## src/rtl/core/v3n_pkg.sv

```systemverilog
// Package for vec3_normalize: widths, stage counts and the records that
// travel along the square-root and divider cell rows. No dependencies.
package v3n_pkg;

	localparam int COMP_WIDTH = 32;
	localparam int SUM_WIDTH  = 2 * COMP_WIDTH;
	localparam int ROOT_BITS  = COMP_WIDTH;
	localparam int QUO_BITS   = 31;
	localparam int MAG_WIDTH  = 33;
	localparam int LANES      = 3;
	localparam int PRE_STAGES = 3;
	localparam int PIPE_DEPTH = PRE_STAGES + ROOT_BITS + QUO_BITS + 1;

	// record handed from one square-root cell to the next
	typedef struct packed {
		logic [ROOT_BITS+1:0]                  rem;
		logic [ROOT_BITS-1:0]                  root;
		logic [SUM_WIDTH-1:0]                  rad;
		logic [LANES-1:0][COMP_WIDTH-1:0]      mag;
		logic [LANES-1:0]                      neg;
	} sq_t;

	// record handed from one divider cell to the next
	typedef struct packed {
		logic [ROOT_BITS-1:0]                  len;
		logic [LANES-1:0][ROOT_BITS-1:0]       rem;
		logic [LANES-1:0][QUO_BITS-1:0]        quo;
		logic [LANES-1:0]                      lsb;
		logic [LANES-1:0]                      neg;
	} dv_t;

endpackage

```

## src/rtl/core/v3n_div_cell.sv

```systemverilog
// One restoring-division cell: resolves one quotient bit on all three lanes.
// Depends on v3n_pkg.
module v3n_div_cell (
	input  logic           clk,
	input  logic           en,
	input  v3n_pkg::dv_t   din,
	output v3n_pkg::dv_t   dout
);

	logic [v3n_pkg::LANES-1:0][v3n_pkg::ROOT_BITS:0] part;
	logic [v3n_pkg::LANES-1:0][v3n_pkg::ROOT_BITS:0] diff;
	logic [v3n_pkg::LANES-1:0]                       take;

	always_comb begin
		for (int i = 0; i < v3n_pkg::LANES; i++) begin
			part[i] = {din.rem[i], din.lsb[i]};
			take[i] = (part[i] >= {1'b0, din.len});
			diff[i] = part[i] - {1'b0, din.len};
		end
	end

	always_ff @(posedge clk) begin
		if (en) begin
			for (int i = 0; i < v3n_pkg::LANES; i++) begin
				dout.rem[i] <= take[i] ? diff[i][v3n_pkg::ROOT_BITS-1:0]
				                       : part[i][v3n_pkg::ROOT_BITS-1:0];
				dout.quo[i] <= {din.quo[i][v3n_pkg::QUO_BITS-2:0], take[i]};
			end
			dout.lsb <= '0; // only the first cell shifts in a dividend bit
			dout.len <= din.len;
			dout.neg <= din.neg;
		end
	end

endmodule

```

## config.mk

```make
export PLATFORM = sky130hd
export DESIGN_NAME = v3n_div_cell
export DESIGN_NICKNAME = d
export VERILOG_FILES = /design/src/rtl/core/v3n_pkg.sv /design/src/rtl/core/v3n_div_cell.sv
export SDC_FILE = /design/constraint.sdc
export NUM_CORES = 1
export LEC_CHECK = 0
export BUFFER_PORTS_ARGS = -buffer_cell sky130_fd_sc_hd__buf_2
export CAP_MARGIN = 20
export CORE_AREA = 2 2 179 181
export DETAILED_ROUTE_END_ITERATION = 6
export DIE_AREA = 0 0 181 183
export PLACE_DENSITY = 0.81
export SETUP_SLACK_MARGIN = 0.02
export SLEW_MARGIN = 10
export SYNTH_ARGS = -nofsm -noshare
export SYNTH_HDL_FRONTEND = slang
export SYNTH_SLANG_ARGS = --single-unit
```

## constraint.sdc

```tcl
create_clock -name clk -period 9.55 [get_ports clk]
set_clock_uncertainty 0.2 [all_clocks]
set_input_delay 1.4325 -clock clk [delete_from_list [all_inputs] [get_ports clk]]
set_output_delay 1.4325 -clock clk [all_outputs]
set_load 0.005 [all_outputs]
```

==> implementation parameters, run 1 <==
Parameter                              Value

Logic synthesis
  Post-synth EDFFs ... approximately 220
  Cell type contributing the most total cell area after synthesis ... sky130_fd_sc_hd__edfxtp_1
  Register bit count reported by yosys ... between 200 and 250
  Synthesis Warnings ... 0
  Largest cells by area after synthesis ... sky130_fd_sc_hd__edfxtp_1, sky130_fd_sc_hd__ha_1, sky130_fd_sc_hd__mux2_4, sky130_fd_sc_hd__a21oi_1, sky130_fd_sc_hd__xnor2_1
  Yosys top cell area share ... 50.43%
  Post-synthesis cell count ... roughly 1200
  Unique masters post-synth ... 76
  Share of async-settable or async-resettable flops after synthesis ... 0%
  Part of the Yosys area used for sequential elements ... between 50% and 60%
  Average cell area after synthesis ... approximately 11 sq um
  Netlist Area Pre-Place ... about 13000 sq um
  Flip-flop cell with the highest count after synthesis ... sky130_fd_sc_hd__edfxtp_1

Power and ir drop
  Worst-case vdd ir drop ... between 0.1 and 0.15 mV
  Switching power of the nets ... ~0.85 mW
  Cell internal pwr ... ~2.2 mW
  Proportion of power drawn by flip-flops and latches ... about two fifths
  Clk network pwr share ... between 30 and 40%
  Power after layout ... 3.004 mW
  Power density cells ... around 180 nW/um^2
  LEAKAGE ... roughly 7.4 nW
  Fraction of power spent switching nets ... 28.40%
  Logic gate share of total power ... between 20% and 30%

Setup path
  Data arrival, critical path ... between 5000 and 6000 ps
  Delay of the slowest cell on the worst path ... approximately 650 ps
  Crit path buf inv count ... 4
  Top fanout value on the critical path ... 37
  Critical path cell sequence ... buf_2 -> inv_1 -> ha_1 -> nor2b_4 -> o31a_1 -> o41ai_4 -> o211a_4 -> o21ai_2 -> o2111a_1 -> nor4_4 -> buf_4 -> inv_4 -> mux2_4
  Kind of end point of the critical path ... register
  Category of the worst setup path launch point ... primary input
  Required time of the critical path ... between 9000 and 10000 ps
  Cell with the largest stage delay on the worst path ... sky130_fd_sc_hd__nor4_4
  Setup Crit Path Kind ... in -> reg
  Delay-heaviest family, CP ... compound AO/OA/AOI/OAI gates

Floorplanning
  # rows ... 65
  Placeable core area ... between 30000 and 40000 sq um
  Number of I/O pins ... roughly 460
  Die ar. ... 33120 sq um
  Vertical die dimension ... about 180 um
  Effective utilization at floorplan ... 42.71%
  DIE WIDTH ... between 150 and 200 um

GRT
  Total global-route track usage ... around a quarter
  Maximum number of pins on one net before global-route repair ... between 80 and 90
  Via count of the first global-routing pass ... 10999
  Wire length of the first global-routing pass ... 65990 um
  Antenna violations before repair ... 15
  Overflow after GRT ... 0

Detailed routing
  Detailed-route vias per instance ... about 5.5
  Total detailed-routing wirelength ... between 40000 and 50000 um
  Remaining DRCs ... 0
  Post-route ant nets ... 0
  Initial drt markers ... 828
  Vias ... 11246
  First-pass iteration count of the detailed router ... 5
  Average wire per standard cell ... about 22 um

Layout
  Area delta synth->final ... 25.72%
  Top register by number of flip-flops ... dout
  Top Registers ... dout x224
  Final std cells w/o fill ... 2035
  Post-route cell area ... roughly 17000 sq um
  Net count reported at finish ... 1935
  Fraction of final layout cells sized beyond drive strength 1 ... roughly a third
  Number of flip-flops under the largest register name ... roughly 220

Timing
  Final-layout setup total negative slack ... 0 ps
  Fmax ... 192.0 MHz
  Pins Over Slew Limit ... 0
  Minimum clock period ... 5208 ps
  Setup repair after global routing missed its margin ... false
  Number of hold violations in the final report ... 0
  Worst-case headroom to the max-slew limit ... between 30% and 40%
  Transition time at the pin with the least slew margin ... approximately 980 ps
  Share of the cycle needed by the critical path after routing ... 54.53%
  Worst path setup slack after routing ... 4342 ps
  Total of endpoints with negative setup slack in the final report ... 0

Clock tree
  Count of buffers added by post-CTS timing repair for setup ... 0
  CTS Hold Bufs ... 0
  TritonCTS clock tree ... built
  Cts bufs inserted ... 27
  Number of sinks handled by clock tree synthesis ... ~220
  Clock edge transition at the registers on the reported setup and hold paths ... roughly 60 ps
  Htree depth ... 1
  CTS Root Cell ... sky130_fd_sc_hd__clkbuf_16
  CTS resizes ... 0
  Clock buffer depth ... 3

Placement
  Port Buffer Count ... between 400 and 500
  Post-placement cell count ... slightly below 2000
  Last weighted congestion value of the routability-driven placer ... 0.8685
  Post-DP HPWL ... between 30000 and 40000 um
  Worst setup slack after placement ... 3773 ps
  Placed cell areas ... between 15000 and 20000 sq um

Status
  Run status ... complete, no violations

Run
  Max Cap Viol ... 0

Min path
  Min-delay worst type ... in -> reg
==> cells in the final DEF (no fill, tap or decap), drive strengths merged, types with 16 or more instances in the layout <==
master  netlist  routed
edfxtp      224     224
a21oi        96      96
nand4        21      21
nor2         70      70
a21o         39      39
xor2         38      38
o21ai        77      77
inv          57      60
ha           96      96
nand3        28      28
buf          17     454
xnor2        47      47
nand2        93      93
mux2         42      42
nor2b        18      18
a31oi        16      16
clkbuf       28      31
==> kinds of logic after synthesis <==
kind of cell / count (synthesis) / synth area share, %
muxes: 46 / 4.747
other: 1 / 0.02812
adders and majority gates: 99 / 9.456
buffers and inverters: 102 / 3.537
AOI/OAI and AO/OA: 315 / 15.49
DFF: 224 / 50.43
and+or+nand+nor: 295 / 10.73
xor gates and xnor gates: 85 / 5.582
==> metal layers <==
metal  up-vias  track usage (%)  wire (um)
met5         -                0         74
met4        12            10.28       2030
met3       119            6.156       3736
met2       487            45.37      21770
met1      5366            32.10      17730
li1       5262                -          -
==> power by group through the flow <==
stage / registers [mW] / logic, mW / clock network, mW
floorplan: 1.29 / 0.409 / 0
global placement: 1.27 / 0.717 / 0
detailed placement: 1.28 / 0.729 / 0
CTS: 1.26 / 0.734 / 1.03
global route: 1.27 / 0.802 / 1.06
finish: 1.26 / 0.734 / 1.01
==> metrics by stage <==
| step | utilization, % | hold WS (ps) |
|---|---|---|
| finish | 53.69 | 854.2 |
| global route | 53.65 | 845.7 |
| CTS | 53.63 | 839.3 |
| detailed placement | 50.87 | 1411 |
| global placement | 50.87 | 1409 |
| floorplan | - | 1331 |
==> worst paths after layout <==
kind | from | to | slack (ps) | cells after the start
worst max-delay path | din[196] | dout[143]$_DFFE_PP_ | 4340 | 13
worst min-delay path | din[11] | dout[12]$_DFFE_PP_ | 850 | 1
==> cells in the mapped netlist (4+ instances only) <==
library cell and instances:
sky130_fd_sc_hd__o31ai_1 7, sky130_fd_sc_hd__xor2_1 38, sky130_fd_sc_hd__o21a_1 12, sky130_fd_sc_hd__mux2_2 10, sky130_fd_sc_hd__nor2b_1 17, sky130_fd_sc_hd__and2_1 7
sky130_fd_sc_hd__a31oi_1 16, sky130_fd_sc_hd__ha_1 96, sky130_fd_sc_hd__buf_6 8, sky130_fd_sc_hd__clkbuf_1 28, sky130_fd_sc_hd__o211ai_1 4, sky130_fd_sc_hd__nor2_1 70
sky130_fd_sc_hd__a211oi_1 13, sky130_fd_sc_hd__a21oi_1 95, sky130_fd_sc_hd__xnor2_1 47, sky130_fd_sc_hd__nand3_1 28, sky130_fd_sc_hd__a21o_1 39, sky130_fd_sc_hd__mux2i_1 4
sky130_fd_sc_hd__inv_1 56, sky130_fd_sc_hd__o21ai_0 76, sky130_fd_sc_hd__and3_1 9, sky130_fd_sc_hd__edfxtp_1 224, sky130_fd_sc_hd__nand2_1 93, sky130_fd_sc_hd__a2111oi_0 4
sky130_fd_sc_hd__o21bai_1 9, sky130_fd_sc_hd__buf_4 6, sky130_fd_sc_hd__nand2b_1 13, sky130_fd_sc_hd__nor4_1 4, sky130_fd_sc_hd__nand4_1 21, sky130_fd_sc_hd__nor3_1 13
sky130_fd_sc_hd__mux2_4 32
==> cell type report <==
type / instances / area [sq um]
Clock buffer: 31 / 690.7
Inverter: 57 / 216.5
Antenna cell: 8 / 20.02
Tap cell: 402 / 503.0
Timing Repair Buffer: 454 / 2295
Multi-Input combinational cell: 843 / 6147
Fill cell: 2747 / 14460
Clock inverter: 16 / 170.2
Sequential cell: 224 / 6726
Note: power is estimated with default switching activity, not from simulation.
==> run 2, diff against run 1 <==
--- a/config.mk
+++ b/config.mk
@@ -10,7 +10,7 @@
 export CORE_AREA = 2 2 179 181
 export DETAILED_ROUTE_END_ITERATION = 6
 export DIE_AREA = 0 0 181 183
-export PLACE_DENSITY = 0.81
+export PLACE_DENSITY = 0.84
 export SETUP_SLACK_MARGIN = 0.02
 export SLEW_MARGIN = 10
 export SYNTH_ARGS = -nofsm -noshare
==> constraint.sdc (replaced) <==
create_clock -name clk -period 4.4 [get_ports clk]
set_clock_uncertainty 0.2 [all_clocks]
set_input_delay 0.66 -clock clk [delete_from_list [all_inputs] [get_ports clk]]
set_output_delay 0.66 -clock clk [all_outputs]
set_load 0.005 [all_outputs]
==> run 2 against run 1 <==
  * Global-route usage shrank 0.22 points
  * Setup slack lost 3600 ps
  * Sequential cell count is the same
  * Final cell count grew 0.74%
  * Power grew 120%
  * Clock-buffer cell count shrank 2
  * Combinational power grew 120%
  * First-iteration DRC count grew 9.8%
  * Hold slack lost 770 ps
  * Sequential power grew 120%
  * Routed wire length grew 0.87%
  * Clock power grew 120%
  * Critical path type unchanged
  * Highest routed layer unchanged
==> implementation parameters, run 2 (synthesis gave the netlist of run 1 again) <==
Parameter                              Value

Status
  Run status ... complete, no violations

Timing
  Number of hold violations in the final report ... 0
  Pins Over Slew Limit ... 0
  Worst-case headroom to the max-slew limit ... between 40% and 50%
  Fmax ... between 200 and 300 MHz
  Transition time at the pin with the least slew margin ... slightly below 800 ps
  Setup repair after global routing missed its margin ... false
  Share of the cycle needed by the critical path after routing ... around 82%
  Worst path setup slack after routing ... around 780 ps
  Final-layout setup total negative slack ... 0 ps
  Total of endpoints with negative setup slack in the final report ... 0
  Minimum clock period ... ~3600 ps

Layout
  Net count reported at finish ... roughly 1900
  Number of flip-flops under the largest register name ... ~220
  Area delta synth->final ... 26.75%
  Fill cell instance count of the final layout ... about 2700
  Top register by number of flip-flops ... dout
  Top Registers ... dout x224
  Leading cell type in the layout, fill and taps excluded ... sky130_fd_sc_hd__buf_2
  Fraction of final layout cells sized beyond drive strength 1 ... a little over a third
  Most frequent cells in the layout ... sky130_fd_sc_hd__buf_2, sky130_fd_sc_hd__edfxtp_1, sky130_fd_sc_hd__ha_1

Clock tree
  Clock edge transition at the registers on the reported setup and hold paths ... 70 ps
  Cts bufs inserted ... 26
  Htree depth ... 1
  CTS resizes ... 0
  Clock buffer depth ... 3
  Count of buffers added by post-CTS timing repair for setup ... 0
  Number of sinks handled by clock tree synthesis ... between 200 and 250
  TritonCTS clock tree ... built
  CTS Root Cell ... sky130_fd_sc_hd__clkbuf_16
  CTS Hold Bufs ... 0

Detailed routing
  Top layer in use ... met5
  Remaining DRCs ... 0
  Detailed-route vias per instance ... approximately 5.5
  Routed metal-1 wire length ... about 18000 um
  Total detailed-routing wirelength ... roughly 46000 um
  Detail Route met3 WL ... approximately 4300 um
  Initial drt markers ... slightly above 900
  Post-route ant nets ... 0
  First-pass iteration count of the detailed router ... 5
  Vias ... approximately 11000
  Detailed-routed wire length on met2 ... about 22000 um
  Average wire per standard cell ... between 20 and 25 um

Floorplanning
  Vertical die dimension ... between 150 and 200 um
  Effective utilization at floorplan ... 42.71%
  Die ar. ... about 33000 sq um
  Placeable core area ... roughly 31000 sq um
  # rows ... 65
  DIE WIDTH ... 181 um
  Number of I/O pins ... 456

Min path
  Min-delay worst type ... in -> reg

Placement
  Port Buffer Count ... between 400 and 500
  Worst setup slack after placement ... between 200 and 250 ps
  Last weighted congestion value of the routability-driven placer ... 0.9023
  Post-DP HPWL ... ~36000 um

Setup path
  Category of the worst setup path launch point ... primary input
  Cell with the largest stage delay on the worst path ... sky130_fd_sc_hd__fa_1
  Setup Crit Path Kind ... in -> reg
  Critical path cell sequence ... buf_2 -> ha_1 -> fa_1 -> nor2b_1 -> o2111ai_1 -> a32oi_1 -> a2111oi_0 -> buf_4 -> or2_1 -> o21a_1 -> o21ai_0 -> xor2_1 -> mux2_4
  Data arrival, critical path ... 3710 ps
  Top fanout value on the critical path ... 4
  Kind of end point of the critical path ... register
  Required time of the critical path ... ~4500 ps
  Delay of the slowest cell on the worst path ... a little over 400 ps

Power and ir drop
  Worst-case vdd ir drop ... between 0.2 and 0.3 mV
  Power density cells ... just under 400 nW/um^2
  LEAKAGE ... 7.465 nW

GRT
  Via count of the first global-routing pass ... between 10000 and 15000
  Overflow after GRT ... 0
  Wire length of the first global-routing pass ... 64920 um
  Total global-route track usage ... between 20% and 30%
  Maximum number of pins on one net before global-route repair ... between 90 and 100
  Antenna violations before repair ... 14

Run
  Max Cap Viol ... 0
[run 2: cell count changes in the layout (fill, tap and decap cells not counted)]
cell	delta
sky130_fd_sc_hd__buf_12	+3
sky130_fd_sc_hd__buf_4	+10
sky130_fd_sc_hd__clkbuf_1	-1
sky130_fd_sc_hd__clkbuf_16	-1
sky130_fd_sc_hd__clkinv_1	-2
sky130_fd_sc_hd__clkinv_2	+2
sky130_fd_sc_hd__clkinv_4	+1
sky130_fd_sc_hd__clkinv_8	+1
sky130_fd_sc_hd__clkinvlp_4	+1
sky130_fd_sc_hd__diode_2	+2
sky130_fd_sc_hd__inv_6	-1
[run 2: worst paths after layout]
path / endpoint / start / cells past startpoint / slack [ps]
worst max-delay path: dout[189]$_DFFE_PP_ / din[195] / 13 / 780
worst min-delay path: dout[40]$_DFFE_PP_ / din[39] / 1 / 80
[run 2: metrics by stage]
step                      hold WS, ps  instances  utilization, %  power, mW  area, sq um
after detailed placement        638.3       1993           51.31      4.372        16020
after global placement          636.5       1993           51.31      4.342        16020
after global routing            60.01       2043           54.08      6.819        16890
final                           83.63       2050           54.13      6.544        16910
after CTS                       59.47       2040           54.05      6.579        16880
after floorplan                 558.9       1169               -      3.686        13350
[run 2: worst max-delay path, delay by kind of cell]
family / cells / cell delay (ps)
AO/OA/AOI/OAI: 5 / 1230
XOR/XNOR: 1 / 110
adder cells (fa/ha/maj): 2 / 670
buffers and inverters: 2 / 370
multiplexers: 1 / 260
AND/OR/NAND/NOR: 2 / 400
[run 2: layout make-up]
| cell class | instances | area [sq um] | area share, % |
|---|---|---|---|
| Inverter | 57 | 216.5 | 1.280 |
| Clock inverter | 18 | 196.4 | 1.162 |
| Multi-Input combinational cell | 843 | 6147 | 36.36 |
| Timing Repair Buffer | 467 | 2430 | 14.37 |
| Sequential cell | 224 | 6726 | 39.79 |
| Antenna cell | 10 | 25.02 | 0.1480 |
| Tap cell | 402 | 503.0 | 2.975 |
| Clock buffer | 29 | 661.9 | 3.915 |
[run 2: power by group]
part	switching, mW	leakage (nW)	internal (mW)
Clock	0.929	0.414	1.27
Combinational	0.890	4.86	0.728
Sequential	0.0701	2.19	2.66
[run 2: routing by layer]
metal	up-vias	track usage (%)
met3	102	7.387
li1	5296	-
met5	-	0
met4	6	11.25
met1	5272	31.17
met2	528	44.28
