<file path="config.mk">
export PLATFORM = sky130hd
export DESIGN_NAME = v3n_sqrt_cell
export DESIGN_NICKNAME = d
export VERILOG_FILES = /design/src/rtl/core/v3n_pkg.sv /design/src/rtl/core/v3n_sqrt_cell.sv
export SDC_FILE = /design/constraint.sdc
export NUM_CORES = 1
export LEC_CHECK = 0
export ABC_AREA = 1
export BUFFER_PORTS_ARGS = -buffer_cell sky130_fd_sc_hd__buf_2
export CAP_MARGIN = 5
export CORE_AREA = 2 2 181 183
export CTS_CLUSTER_DIAMETER = 150
export DETAILED_ROUTE_END_ITERATION = 8
export DIE_AREA = 0 0 183 185
export GPL_ROUTABILITY_DRIVEN = 1
export GPL_TIMING_DRIVEN = 0
export SLEW_MARGIN = 10
export SYNTH_ARGS = -nofsm -noshare
export SYNTH_HDL_FRONTEND = slang
export SYNTH_SLANG_ARGS = --single-unit
</file>
<file path="constraint.sdc">
create_clock -name clk -period 2 [get_ports clk]
set_clock_uncertainty 0.15 [all_clocks]
set_input_delay 0.4 -clock clk [delete_from_list [all_inputs] [get_ports clk]]
set_output_delay 0.4 -clock clk [all_outputs]
set_load 0.05 [all_outputs]
</file>
<file path="src/rtl/core/v3n_pkg.sv">
// Package for vec3_normalize: widths, stage counts and the records that
// travel along the square-root and divider cell rows. No dependencies.
package v3n_pkg;

	localparam int COMP_WIDTH = 32;
	localparam int SUM_WIDTH  = 2 * COMP_WIDTH;
	localparam int ROOT_BITS  = COMP_WIDTH;
	localparam int QUO_BITS   = 31;
	localparam int MAG_WIDTH  = 33;
	localparam int LANES      = 3;
	localparam int PRE_STAGES = 3;
	localparam int PIPE_DEPTH = PRE_STAGES + ROOT_BITS + QUO_BITS + 1;

	// record handed from one square-root cell to the next
	typedef struct packed {
		logic [ROOT_BITS+1:0]                  rem;
		logic [ROOT_BITS-1:0]                  root;
		logic [SUM_WIDTH-1:0]                  rad;
		logic [LANES-1:0][COMP_WIDTH-1:0]      mag;
		logic [LANES-1:0]                      neg;
	} sq_t;

	// record handed from one divider cell to the next
	typedef struct packed {
		logic [ROOT_BITS-1:0]                  len;
		logic [LANES-1:0][ROOT_BITS-1:0]       rem;
		logic [LANES-1:0][QUO_BITS-1:0]        quo;
		logic [LANES-1:0]                      lsb;
		logic [LANES-1:0]                      neg;
	} dv_t;

endpackage

</file>
<file path="src/rtl/core/v3n_sqrt_cell.sv">
// One digit cell of the pipelined square root: resolves one root bit.
// Depends on v3n_pkg.
module v3n_sqrt_cell (
	input  logic           clk,
	input  logic           en,
	input  v3n_pkg::sq_t   din,
	output v3n_pkg::sq_t   dout
);

	logic [v3n_pkg::ROOT_BITS+3:0] cur;
	logic [v3n_pkg::ROOT_BITS+3:0] trial;
	logic [v3n_pkg::ROOT_BITS+3:0] diff;
	logic                          take;

	always_comb begin
		cur   = {din.rem, din.rad[v3n_pkg::SUM_WIDTH-1 -: 2]};
		trial = {2'b00, din.root, 2'b01};
		take  = (cur >= trial);
		diff  = cur - trial;
	end

	always_ff @(posedge clk) begin
		if (en) begin
			dout.rem  <= take ? diff[v3n_pkg::ROOT_BITS+1:0] : cur[v3n_pkg::ROOT_BITS+1:0];
			dout.root <= {din.root[v3n_pkg::ROOT_BITS-2:0], take};
			dout.rad  <= {din.rad[v3n_pkg::SUM_WIDTH-3:0], 2'b00};
			dout.mag  <= din.mag;
			dout.neg  <= din.neg;
		end
	end

endmodule

</file>
==> results of run 1 <==
==> per-layer routing <==
metal,vias up,global-route usage
met5,-,0
met4,8,0.105
met3,92,0.0464
met2,351,0.375
met1,4125,0.261
li1,4252,-
==> cell type report <==
class	instances	area (sq um)	area share
Buffer	8	86.3	0.00532
Clock inverter	16	146	0.00902
Sequential cell	227	6820	0.420
Tap cell	408	510	0.0315
Clock buffer	33	698	0.0430
Antenna cell	5	12.5	0.000771
Timing Repair Buffer	658	4340	0.268
Multi-Input combinational cell	500	3060	0.189
Inverter	140	548	0.0338
==> final timing paths <==
check             endpoint  slack (ps)  depth (start not counted)
max    dout[224]$_DFFE_PP_          70                         15
min    dout[227]$_DFFE_PP_          30                          3
==> cells by family (layout without fill, tap and decap cells) <==
kind of cell,after synthesis,after routing,synth area share
other cells,1,7,0.000380
flops,227,227,0.691
simple gates,404,404,0.167
buf+inv,148,855,0.0607
fa+ha+maj,34,34,0.0431
xor+xnor,18,18,0.0160
compound gates,42,42,0.0224
==> what timing repair did <==
item	4_1_cts	5_1_grt
resized for setup	6	31
cloned	0	1
hold endpoints to repair	191	1
pin swaps	0	14
hold buffers	191	1
setup endpoints to repair	31	34
buffers inserted	2	4
==> cells in the final DEF, fill, tap and decap left out, types with 6 or more instances in the layout <==
| cell type | count |
|---|---|
| inv_1 | 120 |
| nand2_4 | 12 |
| buf_2 | 456 |
| xor2_1 | 15 |
| clkbuf_16 | 28 |
| edfxtp_1 | 227 |
| nand3_1 | 34 |
| nand2_2 | 14 |
| nor2_1 | 45 |
| nor2_4 | 7 |
| clkbuf_1 | 6 |
| o21ai_0 | 11 |
| dlygate4sd3_1 | 192 |
| buf_4 | 8 |
| a21oi_1 | 22 |
| nand4_1 | 6 |
| nand2_1 | 264 |
| inv_2 | 14 |
| ha_4 | 30 |
==> stage by stage <==
stage / utilization / instances / total power, W / instance area, sq um / TNS, ps
floorplan: - / 875 / 0.00834 / 10400 / -2590
global placement: 0.412 / 1740 / 0.00944 / 13200 / -653870
detailed placement: 0.414 / 1742 / 0.00945 / 13300 / -21550
CTS: 0.501 / 1984 / 0.0145 / 16100 / 0
global route: 0.506 / 1993 / 0.0150 / 16200 / -33.3
finish: 0.506 / 1995 / 0.0144 / 16200 / 0
==> worst min-delay path: cells and delay by family <==
kind / cells / cell delay [ps]
AND/OR/NAND/NOR: 2 / 110
buffers and inverters: 1 / 90
==> power groups by stage <==
stage	clock network [W]	registers (W)	logic (W)
5_1_grt	0.00501	0.00589	0.00410
3_3_place_gp	0	0.00597	0.00347
6_report	0.00469	0.00586	0.00388
4_1_cts	0.00481	0.00586	0.00384
2_1_floorplan	0	0.00747	0.000864
3_5_place_dp	0	0.00595	0.00350
==> impl_results.rst, run 1 <==
.. list-table::
   :header-rows: 1

   * - Metric
     - Value
   * - Shortest clock period the worst path allows after layout
     - slightly below 2000 ps
   * - Max stage delay cell, worst path
     - ha_4
   * - Vias
     - slightly below 9000
   * - Global placer's final weighted congestion
     - slightly below 0.9
   * - TritonCTS clock tree
     - yes
   * - Hold slack final
     - 34.5 ps
   * - Count of endpoints failing hold in the final timing report
     - 0
   * - Actual transition at the worst max-transition pin
     - 546 ps
   * - Area growth from synthesis to layout
     - 64.4%
   * - CTS clock-pin slew for the worst setup and hold paths
     - 50 ps
   * - Max stage delay on crit path
     - 290 ps
   * - Number of clock buffers inserted by TritonCTS
     - 27
   * - Number of distinct standard cells referenced by the synthesized netlist
     - 25
   * - Most frequent cell after synthesis
     - nand2_1
   * - Largest Register
     - dout
   * - Comb power frac
     - 0.269
   * - Routed WL
     - between 30 and 40 mm
   * - Global route total overflow
     - 0
   * - Max-cap violation count
     - 0
   * - Standard-cell row count
     - 66
   * - Detailed-route wire length on metal 1
     - around 15 mm
   * - Number of iterations in the first detailed-routing pass
     - 5
   * - Flip-flop count of the largest register after layout
     - about 230
   * - Worst setup slack before clock tree synthesis
     - -867 ps
   * - H-tree lvl count
     - 1
   * - Leakage power total
     - 7.47 nW
   * - Std-Cell Core Area
     - 0.0320 sq mm
   * - Full die area
     - 0.0339 sq mm
   * - I/O pins
     - between 400 and 500
   * - Count of input and output buffers
     - roughly 460
   * - Total standard cell area after synthesis
     - roughly 0.01 sq mm
   * - NumNets Final
     - 1827
   * - Maximum number of pins on one net before global-route repair
     - 95
   * - Antenna violations before repair
     - 10
   * - Main area contributors after synthesis
     - edfxtp_1, nand2_1, inv_1
   * - Filler Cell Count
     - 2935
   * - Buf/Inv on CP
     - 4
   * - Synthesized area per cell
     - between 10 and 15 sq um
   * - Final setup violating endpoints
     - 0
   * - Peak clock frequency supported by timing
     - 518 MHz
   * - Seq pwr share
     - 0.406
   * - Synthesized instance count
     - 874
   * - Final Cycle Share
     - 0.965
   * - Relative contribution of the clock network to total power
     - 0.325
   * - Antenna Nets Post-Route
     - 0
   * - Initial Util
     - 0.308
   * - Startpoint class of the critical path
     - input pin
   * - Data required time at the worst endpoint
     - between 2000 and 2500 ps
   * - Detailed route wirelength on metal2
     - 18.4 mm
   * - Hold Crit Class
     - in2reg
   * - Arrival time worst endpoint
     - around 2000 ps
   * - Final-report max-slew violation count
     - 0
   * - Top cell type's share of synthesized area
     - 0.691
   * - Critical path class
     - in2reg
   * - Routed length per placed instance
     - ~19 microns
   * - Routed met3 length
     - 2.47 mm
   * - Least setup slack across all paths after layout
     - 69.2 ps
   * - Setup repair after global routing missed its margin
     - yes
   * - Cells along the critical path
     - buf_2 > inv_2 > ha_4 > nand2_4 > nor2_4 > nand2_2 > nor2_2 > nand2_1 > a21oi_2 > nor2_2 > nand2_8 > inv_8 > buf_6 > nand2_1 > nand2_1
   * - Number of remaining DRC errors
     - 0
   * - Width of the die
     - 183 microns
   * - Number of synthesized flops with an enable pin
     - roughly 230
   * - Result of the run
     - finished clean
   * - Global-route wire length before repair
     - 54.9 mm
   * - Most used cell along the critical path
     - nand2_1
   * - Synth Flop Type
     - edfxtp_1
   * - Fraction of power spent switching nets
     - 0.331
   * - Number of warning messages in the yosys log
     - 0
   * - Vias in the first global route
     - 9041
   * - CP max FO
     - 10
   * - Pint
     - 0.00965 W
   * - Power spent charging and discharging nets
     - 0.00478 W
   * - GR Util All Layers
     - 0.218
   * - Clock sink count
     - 227
   * - Asr flop ratio synth
     - 0
   * - Drt first-iter violations
     - 512
   * - Number of register bits inferred by synthesis
     - about 230
   * - Part of the Yosys area used for sequential elements
     - 0.691
   * - PwrDens
     - 889 mW/mm^2
   * - Sort of element at the end of the critical path
     - flop
   * - Post-synth top cells
     - nand2_1, edfxtp_1, inv_1
   * - Cell class contributing the biggest share of worst-path delay
     - simple AND/OR/NAND/NOR gates
   * - Max_slew headroom
     - 0.636
   * - Number of buffers on the longest clock path
     - 3
   * - Worst min-delay path startpoint
     - din[225]
   * - Critical Path Source
     - din[176]
   * - Number of vias per cell after detailed routing
     - 4.43
   * - Biggest regs
     - dout (227)
   * - Half-perimeter wire length of the detailed placement result
     - 28.6 mm
   * - Fraction of final layout cells sized beyond drive strength 1
     - 0.388
   * - Dominant cell type by area after synthesis
     - edfxtp_1
   * - VDD IR max
     - 0.557 mV
   * - Die outline height
     - 185 microns
   * - Clock root buffer
     - clkbuf_16
   * - Uppermost layer routed
     - met5
Power figures use the tool's default switching activity.
==> run 2: changes to the inputs <==
==> constraint.sdc (replaced) <==
create_clock -name clk -period 2 [get_ports clk]
set_clock_uncertainty 0.15 [all_clocks]
set_input_delay 0.6 -clock clk [delete_from_list [all_inputs] [get_ports clk]]
set_output_delay 0.6 -clock clk [all_outputs]
set_load 0.05 [all_outputs]
==> impl_results.rst, run 2 (same netlist as run 1, synthesis figures left out) <==
.. list-table::
   :header-rows: 1

   * - Metric
     - Value
   * - Count of endpoints failing hold in the final timing report
     - 0
   * - Peak clock frequency supported by timing
     - 478 MHz
   * - Highest-count cells in the layout ignoring fill and taps
     - buf_2, edfxtp_1, nand2_1
   * - Initial Util
     - 0.308
   * - Instance area after placement
     - 0.0133 sq mm
   * - Clock root buffer
     - clkbuf_16
   * - Full die area
     - 0.0339 sq mm
   * - Area growth from synthesis to layout
     - 56.8%
   * - CP max FO
     - 8
   * - Routed WL
     - 36.5 mm
   * - Critical path class
     - in2reg
   * - Seq pwr share
     - 0.401
   * - Clock sink count
     - 227
   * - Startpoint class of the critical path
     - input pin
   * - Filler-free cell count of the finished design
     - 1849
   * - Final Cycle Share
     - 1.05
   * - Filler Cell Count
     - around 3000
   * - Final setup violating endpoints
     - 31
   * - Result of the run
     - complete, but fails checks
   * - Hold Crit Class
     - in2reg
   * - Number of iterations in the first detailed-routing pass
     - 5
   * - I/O pins
     - 460
   * - Data required time at the worst endpoint
     - between 2000 and 2500 ps
   * - Number of vias per cell after detailed routing
     - roughly 4.5
   * - Hold slack final
     - 87.9 ps
   * - Largest Register
     - dout
   * - Flip-flop count of the largest register after layout
     - 227
   * - Leakage power total
     - between 7 and 8 nW
   * - Failing checks
     - setup timing
   * - Leading cell type in the layout, fill and taps excluded
     - buf_2
   * - H-tree lvl count
     - 1
   * - Die outline height
     - approximately 190 microns
   * - Number of buffers on the longest clock path
     - 3
   * - Shortest clock period the worst path allows after layout
     - 2090 ps
   * - Standard-cell row count
     - 66
   * - Final-report max-slew violation count
     - 0
   * - Std-Cell Core Area
     - 0.0320 sq mm
   * - Drt first-iter violations
     - 480
   * - GR Util All Layers
     - 0.203
   * - Total non-filler cell area in the finished layout
     - 0.0155 sq mm
   * - Global placer's final weighted congestion
     - 0.879
   * - Least setup slack across all paths after layout
     - -92.3 ps
   * - Relative contribution of the clock network to total power
     - 0.329
   * - Half-perimeter wire length of the detailed placement result
     - between 20 and 30 mm
   * - Biggest regs
     - dout (227)
   * - Global route total overflow
     - 0
   * - Arrival time worst endpoint
     - between 2000 and 2500 ps
   * - Fraction of power spent switching nets
     - 0.331
   * - Power spent charging and discharging nets
     - 0.00482 W
   * - Antenna Nets Post-Route
     - 0
   * - Vias
     - 8248
   * - Sort of element at the end of the critical path
     - flop
   * - Fraction of final layout cells sized beyond drive strength 1
     - 0.543
   * - NumNets Final
     - roughly 1700
   * - Count of input and output buffers
     - 457
   * - Max-cap violation count
     - 0
   * - Number of placed instances with taps included
     - 1742
   * - PwrDens
     - roughly 940 mW/mm^2
   * - Total power
     - 0.0146 W
   * - Max_slew headroom
     - 0.584
   * - Maximum number of pins on one net before global-route repair
     - 112
   * - Global-route wire length before repair
     - 50.6 mm
   * - Antenna violations before repair
     - 16
   * - CTS clock-pin slew for the worst setup and hold paths
     - 60 ps
   * - Vias in the first global route
     - between 8000 and 9000
   * - TritonCTS clock tree
     - yes
   * - VDD IR max
     - 0.551 mV
   * - Routed length per placed instance
     - 19.7 microns
   * - Pint
     - 0.00975 W
   * - Number of remaining DRC errors
     - 0
   * - Comb power frac
     - 0.270
   * - Actual transition at the worst max-transition pin
     - 623 ps
   * - # hold bufs at CTS
     - 0
   * - Number of clock buffers inserted by TritonCTS
     - 27
   * - Width of the die
     - 183 microns
   * - Setup repair after global routing missed its margin
     - yes
run 2: changes by cell type in the layout (fill, tap and decap cells not counted), sizes merged:
cell | before | now
clkbuf | 34 | 36
bufinv | 2 | 3
nand2 | 291 | 292
diode | 5 | 4
clkinv | 10 | 7
dlygate4sd3 | 192 | 0
buf | 473 | 519
run 2: stage by stage:
step | setup TNS, ps | utilization | setup WS [ps]
global placement | -702000 | 0.412 | -3000
finish | -1820 | 0.483 | -92.3
detailed placement | -28970 | 0.414 | -1040
global route | -3760 | 0.483 | -160
floorplan | -9380 | - | -288
CTS | -300 | 0.466 | -44.3
run 2: layer usage:
metal	vias up	track usage	wire length (microns)
met3	77	0.0611	3320
met1	3851	0.239	13900
met4	16	0.0730	1190
met2	331	0.352	17900
li1	3973	-	-
met5	-	0	93
run 2: power groups by stage:
| stage | clock, W | combinational [W] | sequential [W] |
|---|---|---|---|
| floorplan | 0 | 0.000870 | 0.00747 |
| global placement | 0 | 0.00348 | 0.00596 |
| detailed placement | 0 | 0.00351 | 0.00594 |
| CTS | 0.00491 | 0.00377 | 0.00585 |
| global route | 0.00511 | 0.00415 | 0.00588 |
| finish | 0.00480 | 0.00393 | 0.00585 |
run 2: cell type report:
cell class	count	area [sq um]	share of cell area
flip-flops and latches	227	6820	0.441
multi-input cells	501	3570	0.231
repair buffers	513	3040	0.197
clock buffers	34	702	0.0454
inverters	140	566	0.0365
well taps	408	510	0.0330
clock inverters	14	154	0.00995
plain buffers	8	106	0.00687
diodes	4	10.0	0.000647
run 2: path summary, 6_finish.rpt:
| kind | to | depth (start not counted) | start |
|---|---|---|---|
| max | dout[224]$_DFFE_PP_ | 15 | din[170] |
| min | dout[71]$_DFFE_PP_ | 1 | din[71] |
run 2: critical path, stage by stage:
cell and delay, ps:
buf_4 100, inv_4 30, ha_4 280, nand2_4 70, nor2_4 150, nand3_2 110, nor2_4 120, nand2_2 70
a21oi_4 150, nor2_4 90, nand2_8 110, inv_12 60, buf_12 140, nand2_2 60, nand2_2 60
run 2: repair_timing:
item / in CTS / in global routing
gates resized for setup: 136 / 117
cloned: 4 / 1
pin swaps: 45 / 58
setup endpoints to repair: 35 / 36
setup buffers: 36 / 15
hold endpoints to repair: 0 / 0
==> run 3: changes to the inputs <==
--- a/config.mk
+++ b/config.mk
@@ -9,6 +9,7 @@
 export BUFFER_PORTS_ARGS = -buffer_cell sky130_fd_sc_hd__buf_2
 export CAP_MARGIN = 5
 export CORE_AREA = 2 2 181 183
+export CTS_BUF_LIST = sky130_fd_sc_hd__clkbuf_4 sky130_fd_sc_hd__clkbuf_8 sky130_fd_sc_hd__clkbuf_16
 export CTS_CLUSTER_DIAMETER = 150
 export DETAILED_ROUTE_END_ITERATION = 8
 export DIE_AREA = 0 0 183 185
==> impl_results.rst, run 3 (same netlist as run 1, synthesis figures left out) <==
.. list-table::
   :header-rows: 1

   * - Metric
     - Value
   * - Result of the run
     - complete, but fails checks
   * - Failing checks
     - setup timing
   * - Number of buffers on the longest clock path
     - 3
   * - H-tree lvl count
     - 1
   * - Routed WL
     - between 30 and 40 mm
   * - Antenna violations before repair
     - 17
   * - Fraction of final layout cells sized beyond drive strength 1
     - 0.530
   * - Shortest clock period the worst path allows after layout
     - 2080 ps
   * - GR Util All Layers
     - 0.203
   * - Flip-flop count of the largest register after layout
     - 227
   * - Hold Crit Class
     - in2reg
   * - Sort of element at the end of the critical path
     - flop
   * - Count of input and output buffers
     - about 460
   * - Least setup slack across all paths after layout
     - -78.6 ps
   * - Arrival time worst endpoint
     - around 2200 ps
   * - Clock sink count
     - 227
   * - Critical path class
     - in2reg
   * - Global-route wire length before repair
     - 50.7 mm
   * - Actual transition at the worst max-transition pin
     - 628 ps
   * - Filler Cell Count
     - 3012
   * - Antenna Nets Post-Route
     - 0
   * - CTS clock-pin slew for the worst setup and hold paths
     - about 60 ps
   * - Instance area after placement
     - 0.0133 sq mm
   * - Number of remaining DRC errors
     - 0
   * - Number of clock buffers inserted by TritonCTS
     - 27
   * - Die outline height
     - 185 microns
   * - CP endpoint
     - dout[225]$_DFFE_PP_
   * - Final TNS setup
     - -1510 ps
   * - VDD IR max
     - ~0.55 mV
   * - Leading cell type in the layout, fill and taps excluded
     - buf_2
   * - Width of the die
     - 183 microns
   * - Final-report max-slew violation count
     - 0
   * - Initial Util
     - 0.308
   * - Filler-free cell count of the finished design
     - 1846
   * - Clock root buffer
     - clkbuf_16
   * - Half-perimeter wire length of the detailed placement result
     - between 20 and 30 mm
   * - Drt first-iter violations
     - 474
   * - Vias in the first global route
     - 8243
   * - Peak clock frequency supported by timing
     - 481 MHz
   * - Worst min-delay path startpoint
     - din[119]
   * - Highest-count cells in the layout ignoring fill and taps
     - buf_2, edfxtp_1, nand2_1
   * - Final Cycle Share
     - 1.04
   * - Total power
     - between 0.01 and 0.015 W
   * - Max_slew headroom
     - 0.581
   * - Global placer's final weighted congestion
     - 0.879
   * - Critical Path Source
     - din[174]
   * - I/O pins
     - 460
   * - Post-layout util
     - 0.479
   * - Number of vias per cell after detailed routing
     - 4.44
   * - PwrDens
     - ~950 mW/mm^2
   * - Number of placed instances with taps included
     - roughly 1700
   * - Max-cap violation count
     - 0
   * - Area growth from synthesis to layout
     - 55.5%
   * - Biggest regs
     - dout (227)
   * - Data required time at the worst endpoint
     - 2120 ps
   * - Routed length per placed instance
     - 19.7 microns
   * - CP max FO
     - 3
   * - Total non-filler cell area in the finished layout
     - 0.0154 sq mm
   * - NumNets Final
     - around 1700
   * - Startpoint class of the critical path
     - input pin
   * - Std-Cell Core Area
     - 0.0320 sq mm
   * - Full die area
     - approximately 0.034 sq mm
   * - Vias
     - 8196
   * - Number of iterations in the first detailed-routing pass
     - 5
   * - TritonCTS clock tree
     - yes
   * - Largest Register
     - dout
   * - Standard-cell row count
     - 66
   * - Setup repair after global routing missed its margin
     - yes
   * - Final setup violating endpoints
     - 31
   * - Global route total overflow
     - 0
   * - Count of endpoints failing hold in the final timing report
     - 0
   * - Leakage power total
     - 7.10 nW
   * - Maximum number of pins on one net before global-route repair
     - 112
[run 3: cell count changes in the layout (fill, tap and decap cells not counted), moves of 2 or more]
| cell | before | now |
|---|---|---|
| buf_6 | 26 | 28 |
| nand2_1 | 200 | 221 |
| nand2_2 | 60 | 49 |
| buf_2 | 420 | 422 |
| clkbuf_1 | 7 | 0 |
| nand2_4 | 30 | 20 |
| buf_4 | 59 | 48 |
| diode_2 | 4 | 7 |
| clkbuf_4 | 1 | 8 |
[run 3: worst max-delay path: stages]
cell	delay [ps]
buf_8	100
inv_4	50
ha_4	210
nand2_2	60
nand2_2	70
buf_4	130
a21oi_1	170
inv_1	70
a21oi_1	170
nand2_2	140
nand2_1	120
nand3_1	130
nand3_4	120
nand2_2	60
[run 3: repair_timing]
item	4_1_cts	5_1_grt
gates resized for setup	136	80
setup buffers	36	8
endpoints found under the setup margin	35	36
hold endpoints to repair	0	0
hold buffers	0	0
pin swaps	45	50
cloned	4	2
[run 3: layer usage]
layer / global-route usage / part of all wire / routed length [microns]
met1: 0.237 / 0.38 / 13800
met5: 0 / 0.0029 / 107
met4: 0.0730 / 0.033 / 1200
met3: 0.0647 / 0.095 / 3450
met2: 0.353 / 0.49 / 17800
[run 3: final cells by class]
cell class	instances	area, sq um	area share
sequential	227	6820	0.444
multi-input combinational	501	3440	0.224
timing repair buffer	507	3020	0.197
clock buffer	34	728	0.0474
inverter	140	563	0.0367
tap	408	510	0.0333
clock inverter	14	154	0.0100
buffer	8	106	0.00693
antenna	7	17.5	0.00114
[run 3: per-stage QoR]
stage,hold slack [ps],setup slack (ps)
global route,60.4,-159
finish,97.4,-78.6
detailed placement,628,-1040
global placement,627,-3000
CTS,71.4,-43.9
floorplan,549,-288
[run 3: power breakdown]
| group | leakage (nW) | switching (W) | internal (W) |
|---|---|---|---|
| Clock | 0.437 | 0.00192 | 0.00296 |
| Combinational | 4.44 | 0.00276 | 0.00111 |
| Sequential | 2.22 | 0.000101 | 0.00574 |
[run 3: worst min-delay path by stage]
stage | end | slack [ps] | cells past startpoint
global route | dout[71]$_DFFE_PP_ | 60 | 1
detailed placement | dout[121]$_DFFE_PP_ | 630 | 1
global placement | dout[117]$_DFFE_PP_ | 630 | 1
finish | dout[121]$_DFFE_PP_ | 100 | 1
CTS | dout[123]$_DFFE_PP_ | 70 | 1
floorplan | dout[0]$_DFFE_PP_ | 550 | 0
